## src/hw/rtl/slpp_pkg.sv

```systemverilog
// ----------------------------------------------------------------------------
// slpp_pkg
// Shared widths and defaults for the spectral local peak picker.
// ----------------------------------------------------------------------------
package slpp_pkg;

  localparam int MAG_W   = 16;  // signed Q8.8 dB
  localparam int FRAME_W = 16;
  localparam int THR_W   = 15;

  localparam logic [THR_W-1:0] THR_RESET = 15'd2560;  // 10.0 dB

  localparam int HALF_WINDOW_DEF = 5;
  localparam int MAX_BINS_DEF    = 4096;

endpackage
// ----------------------------------------------------------------------------

```

## src/hw/rtl/slpp_window.sv

```systemverilog
// ----------------------------------------------------------------------------
// slpp_window
// Magnitude shift line (most recent first) and saturating bin counter.
// ----------------------------------------------------------------------------
module slpp_window
  import slpp_pkg::*;
#(
  parameter int HALF_WINDOW = HALF_WINDOW_DEF,
  parameter int MAX_BINS    = MAX_BINS_DEF,
  localparam int WIN_DEPTH  = 2 * HALF_WINDOW,
  localparam int BIN_W      = $clog2(MAX_BINS)
) (
  input  logic                              clk,
  input  logic                              rst_n,
  input  logic                              adv,
  input  logic signed [MAG_W-1:0]           cur_mag,
  input  logic                              cur_last,
  output logic [WIN_DEPTH-1:0][MAG_W-1:0]   win,
  output logic [BIN_W-1:0]                  count
);

  logic [WIN_DEPTH-1:0][MAG_W-1:0] win_r;
  logic [BIN_W-1:0]                count_r;
  logic [BIN_W-1:0]                count_nxt;

  // No reset on the shift line: entries from before reset or a last bin are never tested
  always_ff @(posedge clk) begin
    if (adv) begin
      win_r <= {win_r[WIN_DEPTH-2:0], cur_mag};
    end
  end

  always_comb begin
    count_nxt = count_r;
    if (cur_last) begin
      count_nxt = '0;
    end else if (count_r != BIN_W'(MAX_BINS - 1)) begin
      count_nxt = count_r + 1'b1;
    end
  end

  always_ff @(posedge clk) begin
    if (!rst_n) begin
      count_r <= '0;
    end else if (adv) begin
      count_r <= count_nxt;
    end
  end

  assign win   = win_r;
  assign count = count_r;

`ifndef ASSERT_OFF
  a_last_clears: assert property (@(posedge clk) disable iff (!rst_n)
    adv && cur_last |=> count_r == '0)
    else $error("bin counter not cleared after last bin");
`endif

endmodule
// ----------------------------------------------------------------------------

```

## src/hw/rtl/slpp_detect.sv

```systemverilog
// ----------------------------------------------------------------------------
// slpp_detect
// Parallel local-maximum test of the centre bin against its neighbours.
// ----------------------------------------------------------------------------
module slpp_detect
  import slpp_pkg::*;
#(
  parameter int HALF_WINDOW = HALF_WINDOW_DEF,
  parameter int MAX_BINS    = MAX_BINS_DEF,
  localparam int WIN_DEPTH  = 2 * HALF_WINDOW,
  localparam int BIN_W      = $clog2(MAX_BINS)
) (
  input  logic [WIN_DEPTH-1:0][MAG_W-1:0]  win,
  input  logic [BIN_W-1:0]                 count,
  input  logic signed [MAG_W-1:0]          cur_mag,
  input  logic [THR_W-1:0]                 threshold,
  output logic                             hit,
  output logic signed [MAG_W-1:0]          cand
);

  logic [WIN_DEPTH-1:0] below;
  logic                 full;
  logic                 above_thr;

  assign cand = $signed(win[HALF_WINDOW-1]);

  always_comb begin
    for (int k = 0; k < WIN_DEPTH; k++) begin
      if (k == HALF_WINDOW - 1) begin
        below[k] = 1'b1;
      end else begin
        below[k] = $signed(win[k]) < cand;
      end
    end
  end

  assign full      = 32'(count) >= 32'(WIN_DEPTH);
  assign above_thr = cand > $signed({{(MAG_W-THR_W){1'b0}}, threshold});
  assign hit       = full && above_thr && (cur_mag < cand) && (&below);

endmodule
// ----------------------------------------------------------------------------

```

## src/hw/rtl/spectral_local_peak_picker.sv

```systemverilog
// Path: an input transaction is held in the input reg, then its result in the result reg.
// Throughput: one bin per cycle; the single compare stage between the input
//   and result registers sets the rate, stalled only by out_stall.
// Reset (rst_n, synchronous, active low): clears valids and bin counter,
//   threshold returns to 10.0 dB; the magnitude shift line is not reset.
// ----------------------------------------------------------------------------
// spectral_local_peak_picker
// Streams spectrum bins and reports strict local maxima above a threshold.
// ----------------------------------------------------------------------------
module spectral_local_peak_picker
  import slpp_pkg::*;
#(
  parameter int HALF_WINDOW = HALF_WINDOW_DEF,
  parameter int MAX_BINS    = MAX_BINS_DEF,
  localparam int WIN_DEPTH  = 2 * HALF_WINDOW,
  localparam int BIN_W      = $clog2(MAX_BINS)
) (
  input  logic                       clk,
  input  logic                       rst_n,
  input  logic                       cfg_we,
  input  logic [THR_W-1:0]           cfg_data,
  input  logic                       in_valid,
  output logic                       in_stall,
  input  logic signed [MAG_W-1:0]    in_magnitude_db,
  input  logic [FRAME_W-1:0]         in_frame_number,
  input  logic                       in_last_bin,
  output logic                       out_valid,
  input  logic                       out_stall,
  output logic [FRAME_W-1:0]         out_peak_frame,
  output logic [BIN_W-1:0]           out_peak_bin,
  output logic signed [MAG_W-1:0]    out_peak_magnitude
);

  logic [THR_W-1:0]          thr_r;
  logic                      in_valid_r;
  logic signed [MAG_W-1:0]   mag_r;
  logic [FRAME_W-1:0]        frame_r;
  logic                      last_r;
  logic                      out_valid_r;
  logic [FRAME_W-1:0]        peak_frame_r;
  logic [BIN_W-1:0]          peak_bin_r;
  logic signed [MAG_W-1:0]   peak_mag_r;

  logic                            proceed;
  logic                            in_take;
  logic [WIN_DEPTH-1:0][MAG_W-1:0] win;
  logic [BIN_W-1:0]                count;
  logic                            hit;
  logic signed [MAG_W-1:0]         cand;

  always_ff @(posedge clk) begin
    if (!rst_n) begin
      thr_r <= THR_RESET;
    end else if (cfg_we) begin
      thr_r <= cfg_data;
    end
  end

  // Held item moves on once the result register is free or being drained
  assign proceed  = in_valid_r && (!out_valid_r || !out_stall);
  assign in_stall = in_valid_r && !proceed;
  assign in_take  = in_valid && !in_stall;

  always_ff @(posedge clk) begin
    if (!rst_n) begin
      in_valid_r <= 1'b0;
    end else if (in_take) begin
      in_valid_r <= 1'b1;
    end else if (proceed) begin
      in_valid_r <= 1'b0;
    end
  end

  always_ff @(posedge clk) begin
    if (in_take) begin
      mag_r   <= in_magnitude_db;
      frame_r <= in_frame_number;
      last_r  <= in_last_bin;
    end
  end

  slpp_window #(
    .HALF_WINDOW (HALF_WINDOW),
    .MAX_BINS    (MAX_BINS)
  ) u_window (
    .clk      (clk),
    .rst_n    (rst_n),
    .adv      (proceed),
    .cur_mag  (mag_r),
    .cur_last (last_r),
    .win      (win),
    .count    (count)
  );

  slpp_detect #(
    .HALF_WINDOW (HALF_WINDOW),
    .MAX_BINS    (MAX_BINS)
  ) u_detect (
    .win       (win),
    .count     (count),
    .cur_mag   (mag_r),
    .threshold (thr_r),
    .hit       (hit),
    .cand      (cand)
  );

  always_ff @(posedge clk) begin
    if (!rst_n) begin
      out_valid_r <= 1'b0;
    end else if (proceed) begin
      out_valid_r <= hit;
    end else if (!out_stall) begin
      out_valid_r <= 1'b0;
    end
  end

  always_ff @(posedge clk) begin
    if (proceed && hit) begin
      peak_frame_r <= frame_r;
      peak_bin_r   <= count - BIN_W'(HALF_WINDOW);
      peak_mag_r   <= cand;
    end
  end

  assign out_valid          = out_valid_r;
  assign out_peak_frame     = peak_frame_r;
  assign out_peak_bin       = peak_bin_r;
  assign out_peak_magnitude = peak_mag_r;

`ifndef ASSERT_OFF
  a_empty_no_stall: assert property (@(posedge clk) disable iff (!rst_n)
    !in_valid_r |-> !in_stall)
    else $error("input stalled with empty input register");

  a_hit_reported: assert property (@(posedge clk) disable iff (!rst_n)
    proceed && hit |=> out_valid_r)
    else $error("detected peak not presented");

  a_bin_off_edge: assert property (@(posedge clk) disable iff (!rst_n)
    out_valid_r |-> 32'(peak_bin_r) >= 32'(HALF_WINDOW))
    else $error("peak reported inside frame edge");
`endif

endmodule
// ----------------------------------------------------------------------------

```

## config.mk

```make
export PLATFORM = sky130hd
export DESIGN_NAME = spectral_local_peak_picker
export DESIGN_NICKNAME = d
export VERILOG_FILES = /design/src/hw/rtl/slpp_pkg.sv /design/src/hw/rtl/slpp_window.sv /design/src/hw/rtl/slpp_detect.sv /design/src/hw/rtl/spectral_local_peak_picker.sv
export SDC_FILE = /design/constraint.sdc
export NUM_CORES = 1
export LEC_CHECK = 0
export BUFFER_PORTS_ARGS = -buffer_cell sky130_fd_sc_hd__buf_2
export CELL_PAD_IN_SITES_DETAIL_PLACEMENT = 1
export CELL_PAD_IN_SITES_GLOBAL_PLACEMENT = 1
export CORE_UTILIZATION = 49
export DETAILED_ROUTE_END_ITERATION = 12
export GPL_ROUTABILITY_DRIVEN = 1
export GPL_TIMING_DRIVEN = 1
export PLACE_DENSITY = 0.8
export SLEW_MARGIN = 25
export SYNTH_ARGS = -nofsm -noshare
export SYNTH_HDL_FRONTEND = slang
export SYNTH_SLANG_ARGS = --single-unit
```

## constraint.sdc

```tcl
create_clock -name clk -period 18.4 [get_ports clk]
set_input_delay 1.84 -clock clk [delete_from_list [all_inputs] [get_ports clk]]
set_output_delay 1.84 -clock clk [all_outputs]
set_load 0.05 [all_outputs]
```

==> flow_metrics.tcl <==
set metrics [dict create \
    status "finished, final reports clean" \
    hp-class "reg -> reg" \
    fin_setup_tns_ns 0 \
    path_buf_inv 3 \
    hold_viol 0 \
    power_w 0.00126 \
    hpwl_um 20100 \
    cts_setup_buffers 0 \
    nets 1217 \
    root_buffer "clkbuf_16" \
    finClkSkew_ns 0.0144 \
    area_growth_pct 14.6 \
    vias 7675 \
    worstPathArrival_ns 4.74 \
    worstPathRequired_ns 18.60 \
    antenna_found_initial 0 \
    clk_latency_ns 0.55 \
    syn_inst 874 \
    drc 0 \
    totalWireLength_um 27800 \
    synth_area_leaders "edfxtp_1 58%, ha_1 17%, dfxtp_1 4.7%" \
    rsz0062_at_grt "false" \
    tightest_slew_ns 0.944 \
    gr-total-overflow 0 \
    ys_ff_latch 266 \
    drt_pre_antenna_iters 5 \
    synth_seq_area_share 0.625 \
    yosysWarnings 0 \
    path_clk_slew_ns 0.06 \
    synth.distinct_cells 58 \
    clock-sinks 266 \
    synth_top_area_frac 0.578 \
    critical_path.slowest_cell "buf_12" \
    path_class "in -> reg" \
    syn_avg_cell_area_um2 14.1 \
    min_period_ns 4.54 \
    path_cells "buf_2, a21boi_4, buf_12, o311ai_0, nor2_1, nand3_1, nor4_1, nand4_1, nor4b_2, buf_4" \
    dieHeight_um 161 \
    place_congestion 0.857 \
    drt_iter0_drc 512 \
    postLayoutCoreUtil 0.577 \
    grt_max_degree 164 \
    fin_ws_ns 13.86 \
    synth-edff-count 237 \
    fin_crit_sh 0.247 \
    setup_violations 0 \
    cts_max_level 1 \
    synth_top_cell_by_area "edfxtp_1" \
    core_area_mm2 0.0245 \
    final_common_cell "edfxtp_1" \
    die_w_um 161 \
    grt_pass1_wl_um 44200 \
    startpoint_type "input port" \
    port_buffers 98 \
    endpoint_kind "register" \
    netlist_area_mm2 0.0123 \
    ys.flop_type "edfxtp_1" \
    power_per_cell_area_mw_per_mm2 89.2 \
    dpl_cell_area_mm2 0.0132 \
    ios 99 \
    final_area_mm2 0.0141 \
    drv_cap 0 \
    preCtsSetupSlack_ns 13.41 \
    drt-vias-per-instance 5.72 \
    cts.path.max_buffers 3 \
    slew_viol_final 0 \
    maxSlewHeadroom 0.369 \
    total_leakage_power_nw 5.54 \
    hold_buffers 0 \
    cts-buffers-inserted 29 \
    crit_fanout 163 \
    max_stage_delay_ns 0.61 \
    drive_gt1_frac 0.156 \
    cts_tree "yes" \
    post_drt_wl_per_cell_um 20.7 \
    fmax_mhz 220 \
    grt_pass1_vias 8407 \
    initial_core_util 0.504 \
    critPathTopFamily "buffers and inverters" \
    die_area_mm2 0.0258 \
    post_cts_resized 0 \
    layout_common_cells "237 x edfxtp_1, 168 x ha_1, 98 x buf_2" \
    async_flop_share 0 \
    insertedDiodeCount 0 \
    syn-num-nets 1095 \
    ir_drop_mv 0.0970 \
    ant_nets 0 \
    grt_usage 0.221 \
    fp-row-count 57 \
]
[flip-flops by register name, indices dropped and copies added (netlist names), 12 cells and up]
signal              count
u_window.win          160
mag_r                  16
frame_r                16
out_peak_magnitude     16
out_peak_bin           12
thr_r                  15
u_window.count         12
out_peak_frame         16
[final cells by class]
class	count	area [um^2]
inverters	44	165
well taps	324	405
multi-input cells	554	4440
clock buffers	34	744
flip-flops and latches	266	7700
clock inverters	19	146
fillers	2410	10300
repair buffers	101	526
[per-layer routing]
metal	vias to the layer above	global-route usage	part of all wire
met5	-	0	0
met4	0	0.0727	0.026
met1	3812	0.273	0.42
met2	185	0.393	0.50
met3	48	0.0341	0.053
li1	3630	-	-
[stage by stage]
step | instances | hold slack (ns)
after floorplan | 874 | 0.400
after global placement | 1289 | 0.400
after detailed placement | 1289 | 0.407
after CTS | 1342 | 0.423
after global routing | 1342 | 0.429
final | 1342 | 0.420
[cell usage after synthesis (7+ instances only)]
| master | instances |
|---|---|
| dfxtp_1 | 29 |
| ha_1 | 168 |
| a21oi_1 | 53 |
| nand3_1 | 12 |
| nand2_1 | 46 |
| edfxtp_1 | 237 |
| o211ai_1 | 8 |
| a21o_1 | 10 |
| a211oi_1 | 7 |
| nor2b_1 | 9 |
| a31oi_1 | 7 |
| nor4_1 | 9 |
| nand2b_1 | 10 |
| nand4_1 | 20 |
| nor3_1 | 10 |
| xor2_1 | 8 |
| o21ai_0 | 31 |
| nor2_1 | 52 |
| inv_1 | 44 |
| xnor2_1 | 10 |
| mux2i_1 | 15 |
[power by group]
| group | internal (W) | total, W | switching, W |
|---|---|---|---|
| clock network | 0.000316 | 0.000552 | 0.000236 |
| registers | 0.000666 | 0.000671 | 0.00000465 |
| logic | 0.0000132 | 0.0000366 | 0.0000235 |
| total | 0.000996 | 0.00126 | 0.000264 |
[worst register-to-register path: cells and delay by family, from the launching register on]
kind            cells  cell delay, ns
compound gates      4            1.19
fa+ha+maj           1            0.28
buf+inv             2            0.82
flops               1            0.44
simple gates        3            0.80
[cells by family (layout without fill, tap and decap cells)]
kind of cell | count (synthesis) | count (layout) | share of synthesized area
fa+ha+maj | 168 | 168 | 0.171
mux | 15 | 15 | 0.0122
compound gates | 155 | 155 | 0.0807
buf+inv | 54 | 198 | 0.0169
flops | 266 | 266 | 0.625
xor+xnor | 18 | 18 | 0.0128
simple gates | 198 | 198 | 0.0821
[path summary, 6_finish.rpt]
path / slack (ns) / cells after the start / end / startpoint
worst max register to register: 14.51 / 10 / out_peak_magnitude[2] / u_window.win[67]
worst min register to register: 0.42 / 0 / out_peak_frame[11] / frame_r[11]
worst min-delay path: 0.42 / 0 / out_peak_frame[11] / frame_r[11]
worst max-delay path: 13.86 / 10 / out_peak_magnitude[2] / out_stall
Note: power is estimated with default switching activity, not from simulation.
